[src/design/ipp_pkg.sv]
// Package for the isometric point projector.
// Types, register indexes and reset constants; no dependencies.
package ipp_pkg;

    localparam int CfgIndexW = 3;
    localparam int CfgDataW  = 16;

    typedef enum logic [CfgIndexW-1:0] {
        REG_OFFSET_X      = 3'd0,
        REG_OFFSET_Y      = 3'd1,
        REG_OFFSET_Z      = 3'd2,
        REG_CENTER_X      = 3'd3,
        REG_CENTER_Y      = 3'd4,
        REG_SCREEN_WIDTH  = 3'd5,
        REG_SCREEN_HEIGHT = 3'd6
    } cfg_index_t;

    localparam logic signed [12:0] CENTER_X_RST      = 13'sd320;
    localparam logic signed [12:0] CENTER_Y_RST      = 13'sd240;
    localparam logic        [11:0] SCREEN_WIDTH_RST  = 12'd640;
    localparam logic        [11:0] SCREEN_HEIGHT_RST = 12'd480;

    localparam logic signed [15:0] BOX_HIGH_INIT = 16'sd32767;
    localparam logic signed [15:0] BOX_LOW_INIT  = -16'sd32767;

    // Bounding box of screen coordinates
    typedef struct packed {
        logic signed [15:0] left;
        logic signed [15:0] right;
        logic signed [15:0] top;
        logic signed [15:0] bottom;
    } box_t;

    // One projected item
    typedef struct packed {
        logic signed [15:0] screen_x;
        logic signed [15:0] screen_y;
        logic signed [18:0] depth;
        logic               on_screen;
        box_t               box;
    } proj_res_t;

endpackage

[src/design/ipp_proj.sv]
// Projection datapath: offsets, isometric mapping, visibility and box fold.
// Pure combinational; uses ipp_pkg.
module ipp_proj (
    input  logic signed [15:0] point_x,
    input  logic signed [15:0] point_y,
    input  logic signed [15:0] point_z,
    input  logic               new_model,
    input  logic signed [15:0] offset_x,
    input  logic signed [15:0] offset_y,
    input  logic signed [15:0] offset_z,
    input  logic signed [12:0] center_x,
    input  logic signed [12:0] center_y,
    input  logic        [11:0] screen_width,
    input  logic        [11:0] screen_height,
    input  ipp_pkg::box_t      box_cur,
    output ipp_pkg::proj_res_t res
);
    import ipp_pkg::*;

    logic signed [16:0] cx;
    logic signed [16:0] cy;
    logic signed [17:0] cz;
    logic signed [17:0] dxy;
    logic signed [17:0] sxy;
    logic signed [23:0] tx;
    logic signed [23:0] ty;
    logic signed [23:0] tx_b;
    logic signed [23:0] ty_b;
    logic signed [15:0] sx;
    logic signed [15:0] sy;
    logic signed [16:0] w_s;
    logic signed [16:0] h_s;
    box_t               box_base;

    always_comb
    begin
        cx  = 17'(point_x) + 17'(offset_x);
        cy  = 17'(point_y) + 17'(offset_y);
        cz  = -(18'(point_z) + 18'(offset_z));
        dxy = 18'(cx) - 18'(cy);
        sxy = 18'(cx) + 18'(cy);

        tx = 24'(dxy) * 24'sd24;
        ty = 24'(sxy) * 24'sd12 - 24'(cz) * 24'sd30;

        // divide by 512 rounding toward zero: bias negatives before the shift
        tx_b = tx + (tx[23] ? 24'sd511 : 24'sd0);
        ty_b = ty + (ty[23] ? 24'sd511 : 24'sd0);
        sx   = 16'(tx_b >>> 9) + 16'(center_x);
        sy   = 16'(ty_b >>> 9) + 16'(center_y);

        w_s = $signed({5'd0, screen_width});
        h_s = $signed({5'd0, screen_height});

        res.screen_x  = sx;
        res.screen_y  = sy;
        res.depth     = 19'(cz) - 19'(cx) - 19'(cy);
        res.on_screen = (sx > 16'sd0) && (17'(sx) < w_s) &&
                        (sy > 16'sd0) && (17'(sy) < h_s);

        if (new_model)
        begin
            box_base.left   = BOX_HIGH_INIT;
            box_base.right  = BOX_LOW_INIT;
            box_base.top    = BOX_HIGH_INIT;
            box_base.bottom = BOX_LOW_INIT;
        end
        else
        begin
            box_base = box_cur;
        end

        res.box.left   = (sx < box_base.left)   ? sx : box_base.left;
        res.box.right  = (sx > box_base.right)  ? sx : box_base.right;
        res.box.top    = (sy < box_base.top)    ? sy : box_base.top;
        res.box.bottom = (sy > box_base.bottom) ? sy : box_base.bottom;
    end

endmodule

[src/design/isometric_point_projector.sv]
// Top level of the isometric point projector: config registers, input
// register, projection datapath and result register. Uses ipp_pkg, ipp_proj.
//
//  channel  | signals                                   | item
//  ---------+-------------------------------------------+----------------------
//  in       | in_valid, in_stall, point_x/y/z, new_model | one model point
//  out      | out_valid, out_stall, screen_x .. box_*    | one projected point
//  cfg      | cfg_we, cfg_index, cfg_data                | one register write
//
// One item per cycle sustained while out_stall is low; an item passes the input
// register, then the projection and box fold into the result register.
// rst_n clears valids, config to defaults and the box to 32767 / -32767.
// A stalled result holds; the input register still fills behind it, and
// in_stall rises only when both registers are full and out_stall is high.
module isometric_point_projector (
    input  logic               clk,
    input  logic               rst_n,
    input  logic               cfg_we,
    input  logic [ipp_pkg::CfgIndexW-1:0] cfg_index,
    input  logic [ipp_pkg::CfgDataW-1:0]  cfg_data,
    input  logic               in_valid,
    output logic               in_stall,
    input  logic signed [15:0] point_x,
    input  logic signed [15:0] point_y,
    input  logic signed [15:0] point_z,
    input  logic               new_model,
    output logic               out_valid,
    input  logic               out_stall,
    output logic signed [15:0] screen_x,
    output logic signed [15:0] screen_y,
    output logic signed [18:0] depth,
    output logic               on_screen,
    output logic signed [15:0] box_left,
    output logic signed [15:0] box_right,
    output logic signed [15:0] box_top,
    output logic signed [15:0] box_bottom
);
    import ipp_pkg::*;

    logic signed [15:0] offset_x_reg;
    logic signed [15:0] offset_y_reg;
    logic signed [15:0] offset_z_reg;
    logic signed [12:0] center_x_reg;
    logic signed [12:0] center_y_reg;
    logic        [11:0] screen_width_reg;
    logic        [11:0] screen_height_reg;

    logic               a_valid_reg;
    logic signed [15:0] px_reg;
    logic signed [15:0] py_reg;
    logic signed [15:0] pz_reg;
    logic               nm_reg;

    logic               out_valid_reg;
    logic signed [15:0] sx_reg;
    logic signed [15:0] sy_reg;
    logic signed [18:0] depth_reg;
    logic               vis_reg;
    box_t               box_reg;

    logic               out_adv;
    logic               a_move;
    logic               in_take;
    proj_res_t          res_next;

    assign out_adv  = !out_valid_reg || !out_stall;
    assign a_move   = a_valid_reg && out_adv;
    assign in_stall = a_valid_reg && !out_adv;
    assign in_take  = in_valid && !in_stall;

    always_ff @(posedge clk or negedge rst_n)
    begin
        if (!rst_n)
        begin
            offset_x_reg      <= '0;
            offset_y_reg      <= '0;
            offset_z_reg      <= '0;
            center_x_reg      <= CENTER_X_RST;
            center_y_reg      <= CENTER_Y_RST;
            screen_width_reg  <= SCREEN_WIDTH_RST;
            screen_height_reg <= SCREEN_HEIGHT_RST;
        end
        else if (cfg_we)
        begin
            case (cfg_index)
                REG_OFFSET_X:      offset_x_reg      <= cfg_data;
                REG_OFFSET_Y:      offset_y_reg      <= cfg_data;
                REG_OFFSET_Z:      offset_z_reg      <= cfg_data;
                REG_CENTER_X:      center_x_reg      <= cfg_data[12:0];
                REG_CENTER_Y:      center_y_reg      <= cfg_data[12:0];
                REG_SCREEN_WIDTH:  screen_width_reg  <= cfg_data[11:0];
                REG_SCREEN_HEIGHT: screen_height_reg <= cfg_data[11:0];
                default:           ;
            endcase
        end
    end

    // input register
    always_ff @(posedge clk or negedge rst_n)
    begin
        if (!rst_n)
        begin
            a_valid_reg <= 1'b0;
        end
        else if (!in_stall)
        begin
            a_valid_reg <= in_valid;
        end
    end

    always_ff @(posedge clk)
    begin
        if (in_take)
        begin
            px_reg <= point_x;
            py_reg <= point_y;
            pz_reg <= point_z;
            nm_reg <= new_model;
        end
    end

    ipp_proj u_proj (
        .point_x       (px_reg),
        .point_y       (py_reg),
        .point_z       (pz_reg),
        .new_model     (nm_reg),
        .offset_x      (offset_x_reg),
        .offset_y      (offset_y_reg),
        .offset_z      (offset_z_reg),
        .center_x      (center_x_reg),
        .center_y      (center_y_reg),
        .screen_width  (screen_width_reg),
        .screen_height (screen_height_reg),
        .box_cur       (box_reg),
        .res           (res_next)
    );

    // result register; the box state is the box output itself
    always_ff @(posedge clk or negedge rst_n)
    begin
        if (!rst_n)
        begin
            out_valid_reg  <= 1'b0;
            box_reg.left   <= BOX_HIGH_INIT;
            box_reg.right  <= BOX_LOW_INIT;
            box_reg.top    <= BOX_HIGH_INIT;
            box_reg.bottom <= BOX_LOW_INIT;
        end
        else if (out_adv)
        begin
            out_valid_reg <= a_valid_reg;
            if (a_valid_reg)
            begin
                box_reg <= res_next.box;
            end
        end
    end

    always_ff @(posedge clk)
    begin
        if (a_move)
        begin
            sx_reg    <= res_next.screen_x;
            sy_reg    <= res_next.screen_y;
            depth_reg <= res_next.depth;
            vis_reg   <= res_next.on_screen;
        end
    end

    assign out_valid  = out_valid_reg;
    assign screen_x   = sx_reg;
    assign screen_y   = sy_reg;
    assign depth      = depth_reg;
    assign on_screen  = vis_reg;
    assign box_left   = box_reg.left;
    assign box_right  = box_reg.right;
    assign box_top    = box_reg.top;
    assign box_bottom = box_reg.bottom;

endmodule
[config.mk]
export PLATFORM = sky130hd
export DESIGN_NAME = isometric_point_projector
export DESIGN_NICKNAME = d
export VERILOG_FILES = /design/src/design/ipp_pkg.sv /design/src/design/ipp_proj.sv /design/src/design/isometric_point_projector.sv
export SDC_FILE = /design/constraint.sdc
export NUM_CORES = 1
export LEC_CHECK = 0
export ABC_AREA = 0
export BUFFER_PORTS_ARGS = -buffer_cell sky130_fd_sc_hd__buf_2
export CAP_MARGIN = 20
export CORE_ASPECT_RATIO = 0.9
export CORE_MARGIN = 1
export CORE_UTILIZATION = 40
export CTS_BUF_LIST = sky130_fd_sc_hd__clkbuf_16
export DETAILED_ROUTE_END_ITERATION = 10
export PLACE_DENSITY_LB_ADDON = 0.1
export REMOVE_ABC_BUFFERS = 1
export SYNTH_ARGS = -nofsm -noshare
export SYNTH_HDL_FRONTEND = slang
export SYNTH_SLANG_ARGS = --single-unit
[constraint.sdc]
create_clock -name clk -period 16.21 [get_ports clk]
set_clock_uncertainty 0.05 [all_clocks]
set_input_delay 1.621 -clock clk [delete_from_list [all_inputs] [get_ports clk]]
set_output_delay 1.621 -clock clk [all_outputs]
set_load 0.01 [all_outputs]
==> Word-level counts from Yosys, hierarchy flattened <==
Index checks and enable logic that the tools add are counted.
W data, S select, Z words.
{ "word_totals": {"word_cells": 78, "input_bits": 73, "regBits": 265, "out_inout_bits": 118} }
{ "op_classes": {"add_sub_neg": 13, "mux": 7, "multipliers": 3, "n_eq_ne": 6, "reduce_logical": 20, "order_cmp": 8} }
{ "ops": {"columns": ["op", "n"], "rows": [
  ["$mux W16", 4],
  ["$mux W64", 1],
  ["$add A16 B16 Y17", 3],
  ["$add A24 B10 Y24", 2],
  ["$mul A18 B3 Y21 const B", 2],
  ["$add A15 B13 Y16", 2],
  ["$gt A16 B1 Y1 const B", 2],
  ["$gt A16 B16 Y1", 2],
  ["$lt A16 B13 Y1", 2],
  ["$lt A16 B16 Y1", 2],
  ["$sub A24 B24 Y24", 1],
  ["$mul A18 B5 Y23 const B", 1],
  ["$sub A18 B17 Y19", 1],
  ["$sub A19 B17 Y19", 1],
  ["$add A17 B17 Y18", 1],
  ["$mux W9", 2],
  ["$neg A17 Y18", 1],
  ["$sub A17 B17 Y18", 1],
  ["$reduce_and A2 Y1", 8],
  ["$eq A3 B3 Y1 const B", 3],
  ["$eq A3 B2 Y1 const B", 2],
  ["$logic_and A1 B1 Y1", 6],
  ["$logic_not A1 Y1", 4],
  ["$eq A3 B1 Y1 const B", 1],
  ["2 further kinds", 2]
]} }

==> Logic depth before layout (Yosys ltp) <==
{ "depth": {"ltp_word": 10, "depth_mapped": 66, "mapped_depth_nobuf": 63} }

==> By module <==
Synthesis repeated with hierarchy kept, for this count alone.
{ "unflattened": {"hier_cells": 2613, "area_unflattened_um2": 25453.2} }
{ "by_module_without_submodules": {"columns": ["module", "instances", "seq_area_each_um2", "cells_each", "area_per_inst_um2"], "rows": [
  ["ipp_proj", 1, 0.0, 2157, 16184.3],
  ["isometric_point_projector", 1, 7194.4, 456, 9268.9]
]} }

==> Worst setup path after synthesis <==
OpenSTA, ideal clock, no wires.
{ "synth_timing": {"kind": "register to register", "start": "reg offset_x_reg[0]", "end": "reg box_reg (netlist bit box_top[15])", "slack_ps": 4517, "n_path_buf": 2, "arrival_time_ps": 11502, "period_less_slack_ps": 11693, "required_ps": 16019, "stages_incl_launch_ff": 61, "setup_time_ps": 141, "cell_sequence": "dfrtp_1 ha_1 fa_1 a21o_1 a21oi_1 o21bai_1 a21oi_1 o21bai_1 a21oi_1 nor2_1 o21a_1 or4_1 nand2_1 o21ai_0 a211o_1 ha_1 clkbuf_1 inv_1 [25 not listed] a21o_1 a211oi_1 o21a_1 o21ai_0 a21oi_1 a21o_1 a21oi_1 xnor2_1 ha_1 nand2_1 o21bai_1 nor4_1 o21ai_0 a211oi_1 a21oi_1 a21oi_1 clkbuf_1 o22ai_1"} }
{ "synth_lines": {"columns": ["element", "line", "text"], "rows": [
  ["from (decl)", "isometric_point_projector.sv:40", "logic signed [15:0] offset_x_reg;"],
  ["from (signal assigned)", "isometric_point_projector.sv:86", "REG_OFFSET_X: offset_x_reg <= cfg_data;"],
  ["to (signal assigned)", "isometric_point_projector.sv:154", "box_reg <= res_next.box;"],
  ["to (decl)", "isometric_point_projector.sv:59", "box_t box_reg;"]
]} }

==> key figures <==
STA
  – Fmax: 72.5 MHz
  – RSZ-0062 raised after global routing: no
  – Slew Limit Headroom: 0.272
  – Crit path time final: 13.79 ns
  – Pins Over Slew Limit: 0
  – Endpoints failing setup: 0
  – Fin. Hold Viols: 0
  – Fin Setup TNS: 0 ns
  – Slew @ Worst Pin: 1.08 ns
  – Tcrit/Tclk final: 0.851

Global route
  – Vias in the first global route: 18,364
  – Initial antenna violation count: 3
  – Largest net degree at the start of global routing: 67
  – GRT Residual Overflow: 0
  – GRT Total Usage: 0.220
  – First-pass GRT wire length: 103 mm

Status
  – Status: finished, final reports clean

Floorplanning
  – Die width: 258 µm
  – Top Ports: 191
  – Core Box Area: 57,600 µm²
  – Die Area: 59,800 µm²
  – Initial Utilization: 0.408
  – Placement row count: 83
  – Die H: 232 µm

Place
  – RD Place Congestion: 0.970
  – Port bufs: 190
  – Detailed Place HPWL: 52.9 mm

Layout
  – Ant. Diodes: 0
  – Share of cells above drive strength 1: 0.162
  – Syn-to-layout area delta: 12.9%
  – Max FFs per register: 19
  – Commonest non-fill, non-tap cell in the layout: ha_1
  – Nets: 3,116
  – Commonest non-fill, non-tap cells in the layout: ha_1 (374), inv_1 (264), buf_2 (190)
  – Filler cells: 5,592

Setup path
  – Crit-path max FO: 9
  – CP peak stage delay: 0.59 ns
  – Critical Path Slowest Stage Cell: a21oi_1
  – Reg-to-Reg Start: offset_x_reg[0]$_DFFE_PN0P_
  – R2R depth: 59
  – Crit path DAT: 14.20 ns
  – Startpoint Class: flop
  – Critical Path RT: 16.62 ns
  – Reg-to-reg slack, setup: 2.42 ns
  – WS Path Type: flop to flop
  – Worst setup EP type: flop
  – Worst R2R End: box_top[15]$_DFFE_PN0P_

Synth
  – EDFF count, synth: 101
  – Syn Inst Count: 2,419
  – Synth Area per Inst: 9.73 µm²
  – Synth Flop Type: dfrtp_1
  – Distinct cells, synth: 93
  – Mapped Area: 23,500 µm²
  – Synth async-reset ratio: 0.619
  – Top post-synthesis cells by area: ha_1 (20%), edfxtp_1 (13%), dfrtp_1 (13%)
  – #FFs+latches synth: 265
  – YS warnings: 0
  – Yosys top cell by area: ha_1
  – Top cell type's share of synthesized area: 0.199
  – Seq/Total Area, Yosys: 0.306

Clock network
  – Cts repair resizes: 0
  – Clk Latency, worst-skew pair: 0.62 ns
  – CTS sink count: 265
  – Hold buffer count at cts: 0
  – TritonCTS clock tree: yes
  – CTS clk-pin slew, worst paths: 0.06 ns
  – CTS Buffer Depth: 3
  – H-tree Lvls: 1
  – Number of CTS-inserted buffers: 31
  – Setup bufs post-CTS: 0
  – CTS root buf: clkbuf_16

Detailed routing
  – Avg WL per Cell: 19.4 µm
  – Vias per inst: 5.37
  – Residual DRC: 0
  – DR vias: 18,278
  – Drt total wl: 66.1 mm
  – Antenna Nets Post-Route: 0
  – DRT Pass-1 Iters: 5
  – DRT iter0 DRCs: 932

Hold path
  – Worst min-delay path class: flop to flop
  – Min-delay src: a_valid_reg$_DFFE_PN0N_
  – Hold Path Depth: 1
  – Worst Hold End: out_valid$_DFFE_PN0N_

Job
  – MaxCap Viol Count: 0
layout make-up:
cell class              instances  area, µm²  area share
clock inverters                27        355      0.0134
clock buffers                  31        776      0.0292
flip-flops and latches        265       7190       0.271
repair buffers                210       1120      0.0420
well taps                     765        957      0.0360
multi-input cells            1846      15200       0.572
inverters                     262        983      0.0370
synth_stat cells (46+ instances only):
library cell	count
dfstp_2	46
inv_1	261
fa_1	53
ha_1	374
o21ai_0	90
nor2_1	151
xor2_1	71
nor3_1	47
a21o_1	71
nand2_1	131
xnor2_1	140
edfxtp_1	101
a21oi_1	152
dfrtp_1	118
mux2_2	82
critical path: cells and delay by family, from the launching register on:
kind                     cells  cell delay (ns)
AND/OR/NAND/NOR             14             2.74
XOR/XNOR                     4             1.29
adder cells (fa/ha/maj)      9             3.03
flip-flops                   1             0.38
AO/OA/AOI/OAI               28             5.54
buffers and inverters        4             0.58
kinds of logic after synthesis:
kind of cell,share of synthesized area
AOI/OAI and AO/OA,0.167
and+or+nand+nor,0.112
adders and majority gates,0.244
buffers and inverters,0.0496
DFF,0.306
xor gates and xnor gates,0.0795
muxes,0.0415
worst max path at each step:
stage / cells past startpoint / slack, ns / start / endpoint
floorplan: 55 / 4.23 / offset_x_reg[0]$_DFFE_PN0P_ / box_left[15]$_DFFE_PN0P_
global placement: 58 / 2.35 / offset_x_reg[0]$_DFFE_PN0P_ / box_top[15]$_DFFE_PN0P_
detailed placement: 59 / 2.62 / offset_x_reg[0]$_DFFE_PN0P_ / box_top[15]$_DFFE_PN0P_
CTS: 59 / 2.42 / offset_x_reg[0]$_DFFE_PN0P_ / box_top[15]$_DFFE_PN0P_
global route: 59 / 1.19 / offset_x_reg[0]$_DFFE_PN0P_ / box_top[15]$_DFFE_PN0P_
finish: 59 / 2.42 / offset_x_reg[0]$_DFFE_PN0P_ / box_top[15]$_DFFE_PN0P_
through the flow:
step | util | hold slack (ns) | setup WS [ns] | instances | cell area, µm²
after floorplan | - | 0.407 | 4.23 | 2373 | 23400
final | 0.461 | 0.443 | 2.42 | 3406 | 26600
after CTS | 0.461 | 0.445 | 2.42 | 3406 | 26600
after detailed placement | 0.442 | 0.430 | 2.62 | 3348 | 25400
after global placement | 0.441 | 0.421 | 2.35 | 3343 | 25400
after global routing | 0.461 | 0.466 | 1.19 | 3406 | 26600
metal layers:
layer,global-route usage,part of all wire
met1,0.304,0.48
met2,0.375,0.47
met3,0.0200,0.034
met4,0.0457,0.019
met5,0,0
Power is not shown: default switching activity piles up to over one toggle a cycle in this logic, so the estimate is an artifact.
